[config.mk]
export PLATFORM = sky130hd
export DESIGN_NAME = two_way_sorted_merge
export DESIGN_NICKNAME = d
export VERILOG_FILES = /design/src/hw/rtl/tsm_pkg.sv /design/src/hw/rtl/tsm_list_mem.sv /design/src/hw/rtl/two_way_sorted_merge.sv
export SDC_FILE = /design/constraint.sdc
export NUM_CORES = 2
export LEC_CHECK = 0
export ABC_AREA = 1
export BUFFER_PORTS_ARGS = -buffer_cell sky130_fd_sc_hd__buf_2
export CORE_ASPECT_RATIO = 1.5
export CORE_UTILIZATION = 60
export CTS_BUF_LIST = sky130_fd_sc_hd__clkbuf_2
export CTS_CLUSTER_SIZE = 40
export DETAILED_ROUTE_END_ITERATION = 8
export GPL_TIMING_DRIVEN = 0
export PLACE_DENSITY = 0.76
export SKIP_LAST_GASP = 1
export SLEW_MARGIN = 20
export SYNTH_ARGS = -nofsm -noshare
export SYNTH_HDL_FRONTEND = slang
export SYNTH_HIERARCHICAL = 1
export SYNTH_SLANG_ARGS = --single-unit
[constraint.sdc]
create_clock -name clk -period 4.7 [get_ports clk]
set_input_delay 0.94 -clock clk [delete_from_list [all_inputs] [get_ports clk]]
set_output_delay 0.94 -clock clk [all_outputs]
set_load 0.05 [all_outputs]
[src/hw/rtl/tsm_pkg.sv]
// Shared types and defaults for the two-way sorted merge block.
package tsm_pkg;

  localparam int DEPTH_DEF     = 32;
  localparam int DATA_BITS_DEF = 32;
  localparam int VALUE_BITS    = 32;
  localparam int OPCODE_BITS   = 2;

  // request opcodes; code 3 has no meaning and is ignored
  typedef enum logic [OPCODE_BITS-1:0] {
    OP_APPEND_A = 2'd0,
    OP_APPEND_B = 2'd1,
    OP_MERGE    = 2'd2
  } op_t;

  typedef enum logic {
    ST_IDLE  = 1'b0,
    ST_MERGE = 1'b1
  } state_t;

endpackage

[src/hw/rtl/tsm_list_mem.sv]
// One list store: single write port, one registered read port.
module tsm_list_mem #(
  parameter int DEPTH     = tsm_pkg::DEPTH_DEF,
  parameter int DATA_BITS = tsm_pkg::DATA_BITS_DEF,
  parameter int AW        = (DEPTH > 1) ? $clog2(DEPTH) : 1
) (
  input  logic                 clk,
  input  logic                 wr_en,
  input  logic [AW-1:0]        wr_addr,
  input  logic [DATA_BITS-1:0] wr_data,
  input  logic [AW-1:0]        rd_addr,
  output logic [DATA_BITS-1:0] rd_data
);

  logic [DATA_BITS-1:0] mem [DEPTH];

  always_ff @(posedge clk) begin
    if (wr_en) begin
      mem[wr_addr] <= wr_data;
    end
  end

  // read data is registered and lands in the cycle after the address
  always_ff @(posedge clk) begin
    rd_data <= mem[rd_addr];
  end

endmodule

[src/hw/rtl/two_way_sorted_merge.sv]
// Top level of the two-way sorted merge: list stores, merge sequencer, output register.
// Append requests are accepted back to back; they produce no result.
// Merge of N stored values: the first result passes the merge state and the output register,
//   then one per cycle while out_stall is low; the input is stalled for the whole merge.
// A merge with both lists empty stays idle and emits nothing.
// Reset (rst_n, synchronous, active low) clears counts, drop flag, sequencer and out_valid;
//   list memories are not cleared and need no clearing pass.
module two_way_sorted_merge #(
  parameter int DEPTH     = tsm_pkg::DEPTH_DEF,
  parameter int DATA_BITS = tsm_pkg::DATA_BITS_DEF
) (
  input  logic                                   clk,
  input  logic                                   rst_n,
  // request channel
  input  logic                                   in_valid,
  output logic                                   in_stall,
  input  logic [tsm_pkg::OPCODE_BITS-1:0]        in_opcode,
  input  logic signed [tsm_pkg::VALUE_BITS-1:0]  in_value,
  // result channel
  output logic                                   out_valid,
  input  logic                                   out_stall,
  output logic signed [tsm_pkg::VALUE_BITS-1:0]  out_merged_value,
  output logic                                   out_from_b,
  output logic                                   out_last,
  output logic                                   out_dropped
);

  // count width holds DEPTH itself; address width indexes DEPTH entries
  localparam int CW = $clog2(DEPTH + 1);
  localparam int AW = (DEPTH > 1) ? $clog2(DEPTH) : 1;
  localparam logic [CW-1:0] FULL = CW'(DEPTH);

  tsm_pkg::state_t state_r, state_nxt;

  logic [CW-1:0] cnt_a_r, cnt_a_nxt;
  logic [CW-1:0] cnt_b_r, cnt_b_nxt;
  logic          ovf_r, ovf_nxt;
  // merge read pointers; each memory is always reading at the next pointer
  logic [CW-1:0] ia_r, ia_nxt;
  logic [CW-1:0] ib_r, ib_nxt;

  logic          wr_a, wr_b;
  logic signed [DATA_BITS-1:0] wdata;
  logic signed [DATA_BITS-1:0] rd_a, rd_b, head;

  logic          a_left, b_left, take_b, load, last_item;

  logic                                  out_valid_r, out_valid_nxt;
  logic signed [tsm_pkg::VALUE_BITS-1:0] out_value_r, out_value_nxt;
  logic                                  out_from_b_r, out_from_b_nxt;
  logic                                  out_last_r, out_last_nxt;
  logic                                  out_dropped_r, out_dropped_nxt;

  // the signed cast extends or truncates the 32-bit request value to the stored width
  assign wdata = DATA_BITS'(in_value);

  tsm_list_mem #(.DEPTH(DEPTH), .DATA_BITS(DATA_BITS), .AW(AW)) u_mem_a (
    .clk     (clk),
    .wr_en   (wr_a),
    .wr_addr (cnt_a_r[AW-1:0]),
    .wr_data (wdata),
    .rd_addr (ia_nxt[AW-1:0]),
    .rd_data (rd_a)
  );

  tsm_list_mem #(.DEPTH(DEPTH), .DATA_BITS(DATA_BITS), .AW(AW)) u_mem_b (
    .clk     (clk),
    .wr_en   (wr_b),
    .wr_addr (cnt_b_r[AW-1:0]),
    .wr_data (wdata),
    .rd_addr (ib_nxt[AW-1:0]),
    .rd_data (rd_b)
  );

  // Heads are valid in ST_MERGE: the pointers were presented as read
  // addresses at the previous edge, and no write happens during a merge.
  // A merge request itself writes nothing, so the first read never races an append.
  assign a_left = (ia_r != cnt_a_r);
  assign b_left = (ib_r != cnt_b_r);
  // stable: B goes first only when strictly smaller
  assign take_b = !a_left || (b_left && (rd_b < rd_a));
  assign head   = take_b ? rd_b : rd_a;

  always_comb begin
    state_nxt       = state_r;
    cnt_a_nxt       = cnt_a_r;
    cnt_b_nxt       = cnt_b_r;
    ovf_nxt         = ovf_r;
    ia_nxt          = ia_r;
    ib_nxt          = ib_r;
    wr_a            = 1'b0;
    wr_b            = 1'b0;
    in_stall        = 1'b0;
    load            = 1'b0;
    last_item       = 1'b0;
    // output register drains when taken, holds while stalled
    out_valid_nxt   = out_valid_r && out_stall;
    out_value_nxt   = out_value_r;
    out_from_b_nxt  = out_from_b_r;
    out_last_nxt    = out_last_r;
    out_dropped_nxt = out_dropped_r;

    unique case (state_r)
      tsm_pkg::ST_IDLE: begin
        if (in_valid) begin
          unique case (in_opcode)
            tsm_pkg::OP_APPEND_A: begin
              if (cnt_a_r == FULL) begin
                ovf_nxt = 1'b1;
              end else begin
                wr_a      = 1'b1;
                cnt_a_nxt = cnt_a_r + 1'b1;
              end
            end
            tsm_pkg::OP_APPEND_B: begin
              if (cnt_b_r == FULL) begin
                ovf_nxt = 1'b1;
              end else begin
                wr_b      = 1'b1;
                cnt_b_nxt = cnt_b_r + 1'b1;
              end
            end
            tsm_pkg::OP_MERGE: begin
              // empty merge still clears the drop report
              if (cnt_a_r == '0 && cnt_b_r == '0) begin
                ovf_nxt = 1'b0;
              end else begin
                state_nxt = tsm_pkg::ST_MERGE;
              end
            end
            default: ;
          endcase
        end
      end
      tsm_pkg::ST_MERGE: begin
        in_stall = 1'b1;
        if (!out_valid_r || !out_stall) begin
          load = 1'b1;
          if (take_b) begin
            ib_nxt = ib_r + 1'b1;
          end else begin
            ia_nxt = ia_r + 1'b1;
          end
          last_item       = (ia_nxt == cnt_a_r) && (ib_nxt == cnt_b_r);
          out_valid_nxt   = 1'b1;
          out_value_nxt   = tsm_pkg::VALUE_BITS'(head);
          out_from_b_nxt  = take_b;
          out_last_nxt    = last_item;
          out_dropped_nxt = ovf_r;
          if (last_item) begin
            state_nxt = tsm_pkg::ST_IDLE;
            cnt_a_nxt = '0;
            cnt_b_nxt = '0;
            ovf_nxt   = 1'b0;
            ia_nxt    = '0;
            ib_nxt    = '0;
          end
        end
      end
      default: ;
    endcase
  end

  always_ff @(posedge clk) begin
    if (!rst_n) begin
      state_r     <= tsm_pkg::ST_IDLE;
      cnt_a_r     <= '0;
      cnt_b_r     <= '0;
      ovf_r       <= 1'b0;
      ia_r        <= '0;
      ib_r        <= '0;
      out_valid_r <= 1'b0;
    end else begin
      state_r     <= state_nxt;
      cnt_a_r     <= cnt_a_nxt;
      cnt_b_r     <= cnt_b_nxt;
      ovf_r       <= ovf_nxt;
      ia_r        <= ia_nxt;
      ib_r        <= ib_nxt;
      out_valid_r <= out_valid_nxt;
    end
  end

  // result payload, no reset needed
  always_ff @(posedge clk) begin
    out_value_r   <= out_value_nxt;
    out_from_b_r  <= out_from_b_nxt;
    out_last_r    <= out_last_nxt;
    out_dropped_r <= out_dropped_nxt;
  end

  assign out_valid        = out_valid_r;
  assign out_merged_value = out_value_r;
  assign out_from_b       = out_from_b_r;
  assign out_last         = out_last_r;
  assign out_dropped      = out_dropped_r;

  // counts never pass the list depth
  a_cnt_bound: assert property (@(posedge clk) disable iff (!rst_n)
    (cnt_a_r <= FULL) && (cnt_b_r <= FULL))
    else $error("list count beyond depth");

  // a popped head always comes from a list that still has entries
  a_pop_legal: assert property (@(posedge clk) disable iff (!rst_n)
    load |-> (take_b ? b_left : a_left))
    else $error("merge popped an exhausted list");

  // the final item ends the merge with both lists and the drop flag cleared
  a_last_clears: assert property (@(posedge clk) disable iff (!rst_n)
    (load && last_item) |=> (state_r == tsm_pkg::ST_IDLE && cnt_a_r == '0
                             && cnt_b_r == '0 && !ovf_r && out_valid_r && out_last_r))
    else $error("merge did not close cleanly");

  // pointers rest at zero between merges
  a_idle_ptrs: assert property (@(posedge clk) disable iff (!rst_n)
    (state_r == tsm_pkg::ST_IDLE) |-> (ia_r == '0 && ib_r == '0))
    else $error("read pointers not at zero while idle");

endmodule
==> flow_summary.rst <==
.. list-table::
   :header-rows: 1

   * - Metric
     - Value
   * - Ports placed on the boundary
     - 75
   * - Worst-margin pin slew
     - between 1 and 1.5 ns
   * - Iteration-0 DRC Markers
     - around 8k
   * - Per-cell via count in the routed design
     - between 6 and 7
   * - Class of the most critical hold timing path
     - in2reg
   * - Aggregate global-route resource usage
     - 37.64%
   * - Most frequent cell on the critical path
     - nand2_1
   * - Width of the die
     - ~320 um
   * - Number of rows in the core area
     - roughly 170
   * - Slowest cell delay on critical path
     - about 0.60 ns
   * - FILL cells
     - between 10k and 15k
   * - Aggregate global routing overflow
     - 0
   * - Fraction of post-synthesis cell area in the top cell type by area
     - between 70% and 80%
   * - Total Negative Setup Slacks
     - 0 ns
   * - Post-Synthesis Mean Instance Area
     - approximately 12 sq um
   * - Setup-failing EPs final
     - 0
   * - Buffers and inverters on the worst path
     - 6
   * - Maximum fanout along the worst path
     - 10
   * - Signal arrival time at the worst endpoint
     - 6.31 ns
   * - HPWL after detailed placement
     - ~190 mm
   * - Overall die area
     - 150200 sq um
   * - Input/output buffers
     - 73
   * - Placed cell areas
     - between 90000 and 100000 sq um
   * - Final design instance area without fill
     - slightly above 100000 sq um
   * - Data required time at the worst endpoint
     - ~6.5 ns
   * - Netlist area before placement
     - a little under 90000 sq um
   * - Sink count of the clock tree
     - roughly 2.2k
   * - Critical Setup Path Class
     - reg2reg
   * - Maximum clock insertion buffer count
     - 4
   * - Dominant cell type by area after synthesis
     - edfxtp_1
   * - Worst slew margin relative to its limit
     - between 10% and 20%
   * - Cell at the root of the clock tree
     - clkbuf_2
   * - Syn. warnings
     - 6
   * - Growth of design area from synthesis to finish
     - 13.33%
   * - Starting density of the core
     - between 60% and 70%
   * - Level count of the clock H-tree
     - 5
   * - Final wirelength
     - roughly 280 mm
   * - Top cells by count, synth
     - nand2_1 (3028), edfxtp_1 (2083), nand3_1 (1599)
   * - Number of synthesized flops with an enable pin
     - between 2k and 2.5k
   * - Net count after synthesis
     - 7735
   * - Leakage power total
     - roughly 39 nW
   * - Clk pwr share
     - roughly a third
   * - Proportion of power drawn by combinational gates
     - under 10%
   * - Antenna violations before repair
     - 19
   * - Peak supply drop
     - roughly 0.27 mV
   * - Critical path's top delay family
     - simple AND/OR/NAND/NOR gates
   * - Final Critical Period
     - 4.511 ns
   * - Skew final
     - around 0.13 ns
   * - Slack of the worst reg-to-reg path
     - about 0.19 ns
   * - Worst Hold Margin
     - between 0.15 and 0.2 ns
   * - Cell Count, Final, Fillers Out
     - 10.72k
   * - Global-route wire length before repair
     - 399.6 mm
   * - Share of the clock period used by the worst path
     - about 96%
   * - Clock latency on the worst-skew pair
     - about 2.0 ns
   * - Total clock buffers created by CTS
     - approximately 470
   * - Unrepaired setup endpoints after global routing
     - true
   * - Final weighted congestion in routability-driven placement
     - between 1 and 1.5
   * - Internal cell power
     - 0.02637 W
   * - Total net switching power
     - 0.009360 W
   * - Most repeated cell in the gate-level netlist after synthesis
     - nand2_1
   * - Layout cells sized above 1
     - 17.13%
   * - Launching element type of the critical path
     - flop
   * - Number of hold-slack violations in the final timing report
     - 0
   * - Placed cell count
     - ~9.7k
   * - Synth Flop Type
     - edfxtp_1
   * - Via count of the first global-routing pass
     - about 63k
   * - Result of the run
     - finished clean
   * - CTS tree
     - yes
   * - Final antenna-violating net count
     - 0
   * - Max-Cap Viols
     - 0
   * - Post-synthesis instance total
     - 7660
   * - Most area-consuming cells after synthesis
     - edfxtp_1 (70%), nand2_1 (13%), nand3_1 (9.0%)
   * - Post-synthesis sequential element count
     - approximately 2.2k
   * - DR pass1 iterations
     - 9
   * - Synth unique cells
     - 43
   * - Total via count in the routed design
     - 64.90k
   * - Areal power density over the cells
     - 353.4 nW/um^2
   * - Switching part of the total power
     - approximately a quarter
   * - Post-layout nets
     - about 8.5k
   * - Worst-path clk slew
     - approximately 0.12 ns
   * - Flop pwr share
     - between 50% and 60%
   * - Die height
     - 474.2 um
   * - Post-layout utilization of the core
     - between 60% and 70%
   * - Core Area
     - roughly 150000 sq um
   * - Largest net degree at the start of global routing
     - 65
   * - Average routed wire per standard cell
     - 26.34 um
   * - Max stage delay cell, worst path
     - dfxtp_1
   * - Share of flip-flops with an asynchronous set or reset after synthesis
     - 0%
   * - Seq/Total Area, Yosys
     - about 72%
   * - Count of final max-slew check failures
     - 0
   * - Post-route DRC violation count
     - 0
   * - Peak clock frequency supported by timing
     - 221.7 MHz
   * - Crit path capture type
     - flop
==> layout make-up <==
type	instances	area [sq um]	share of cell area (%)
antenna	19	47.55	0.04703
buffer	453	3675	3.635
clock buffer	690	3453	3.416
clock inverter	143	675.6	0.6684
inverter	107	435.4	0.4307
multi-input combinational	4925	22100	21.86
sequential	2174	64370	63.68
tap	1914	2395	2.369
timing repair buffer	292	3938	3.895
==> layout by cell type, fill, tap and decap left out, types with 10 or more instances in the layout <==
cell type	n
inv_1	96
nand2_1	2954
clkinv_1	109
buf_4	110
buf_16	36
a21oi_1	35
edfxtp_1	2083
diode_2	19
xor2_1	17
nor2_4	66
nand2_4	35
buf_12	94
buf_6	136
nor2_1	48
dfxtp_1	91
clkinv_2	28
nand4_1	14
clkbuf_2	724
o21ai_0	35
buf_2	157
dlygate4sd3_1	86
ha_1	37
nand2_2	45
clkbuf_1	39
nand3_2	10
clkbuf_4	30
buf_1	14
nand3_1	1594
==> what timing repair did <==
action,4_1_cts,5_1_grt
setup endpoints to repair,64,64
gates cloned,0,1
pin swaps,0,14
hold buffers,108,0
endpoints found under the hold margin,2107,0
resized for setup,111,215
buffers inserted,0,19
==> worst paths after layout <==
kind,start,endpoint,cells past startpoint
max,cnt_b_r[2],u_mem_b/rd_data[5],26
min reg2reg,ovf_r,out_dropped,0
max reg2reg,cnt_b_r[2],u_mem_b/rd_data[5],26
min,in_value[29],u_mem_b/mem[9][29],2
==> state kept, by name, summed over array words and instances, names as in the netlist <==
| signal | cells |
|---|---|
| ib_r | 6 |
| u_mem_b/rd_data | 32 |
| state_r | 1 |
| u_mem_b/mem | 1024 |
| ia_r | 6 |
| out_merged_value | 32 |
| out_valid | 1 |
| out_from_b | 1 |
| ovf_r | 1 |
| out_last | 1 |
| u_mem_a/rd_data | 32 |
| cnt_a_r | 6 |
| cnt_b_r | 6 |
| out_dropped | 1 |
| u_mem_a/mem | 1024 |
==> power by group through the flow <==
| stage | clock, W | combinational (W) | sequential [W] |
|---|---|---|---|
| 2_1_floorplan | 0 | 0.00147 | 0.0218 |
| 3_3_place_gp | 0 | 0.00263 | 0.0218 |
| 3_5_place_dp | 0 | 0.00279 | 0.0218 |
| 4_1_cts | 0.0113 | 0.00294 | 0.0214 |
| 5_1_grt | 0.0122 | 0.00328 | 0.0214 |
| 6_report | 0.0112 | 0.00312 | 0.0214 |
==> logic make-up after synthesis <==
kind of cell | count (synthesis) | share of synthesized area [%]
and+or+nand+nor | 4784 | 22.59
DFF | 2174 | 72.17
buffers and inverters | 561 | 4.023
AOI/OAI and AO/OA | 82 | 0.4909
adders and majority gates | 37 | 0.5190
xor gates and xnor gates | 22 | 0.2160
==> through the flow <==
step,total power (W),worst slack (ns)
2_1_floorplan,0.02331,1.031
3_3_place_gp,0.02448,-1.405
3_5_place_dp,0.02462,-0.5341
4_1_cts,0.03567,-0.1084
5_1_grt,0.03693,-0.07481
6_report,0.03573,0.1889
==> layer usage <==
layer,routed length [um],vias to the layer above,global-route usage (%)
li1,-,28510,-
met1,90780,30950,41.93
met2,135800,4416,61.53
met3,29090,1014,8.571
met4,26480,10,30.88
met5,57,-,0
Note: power is estimated with default switching activity, not from simulation.
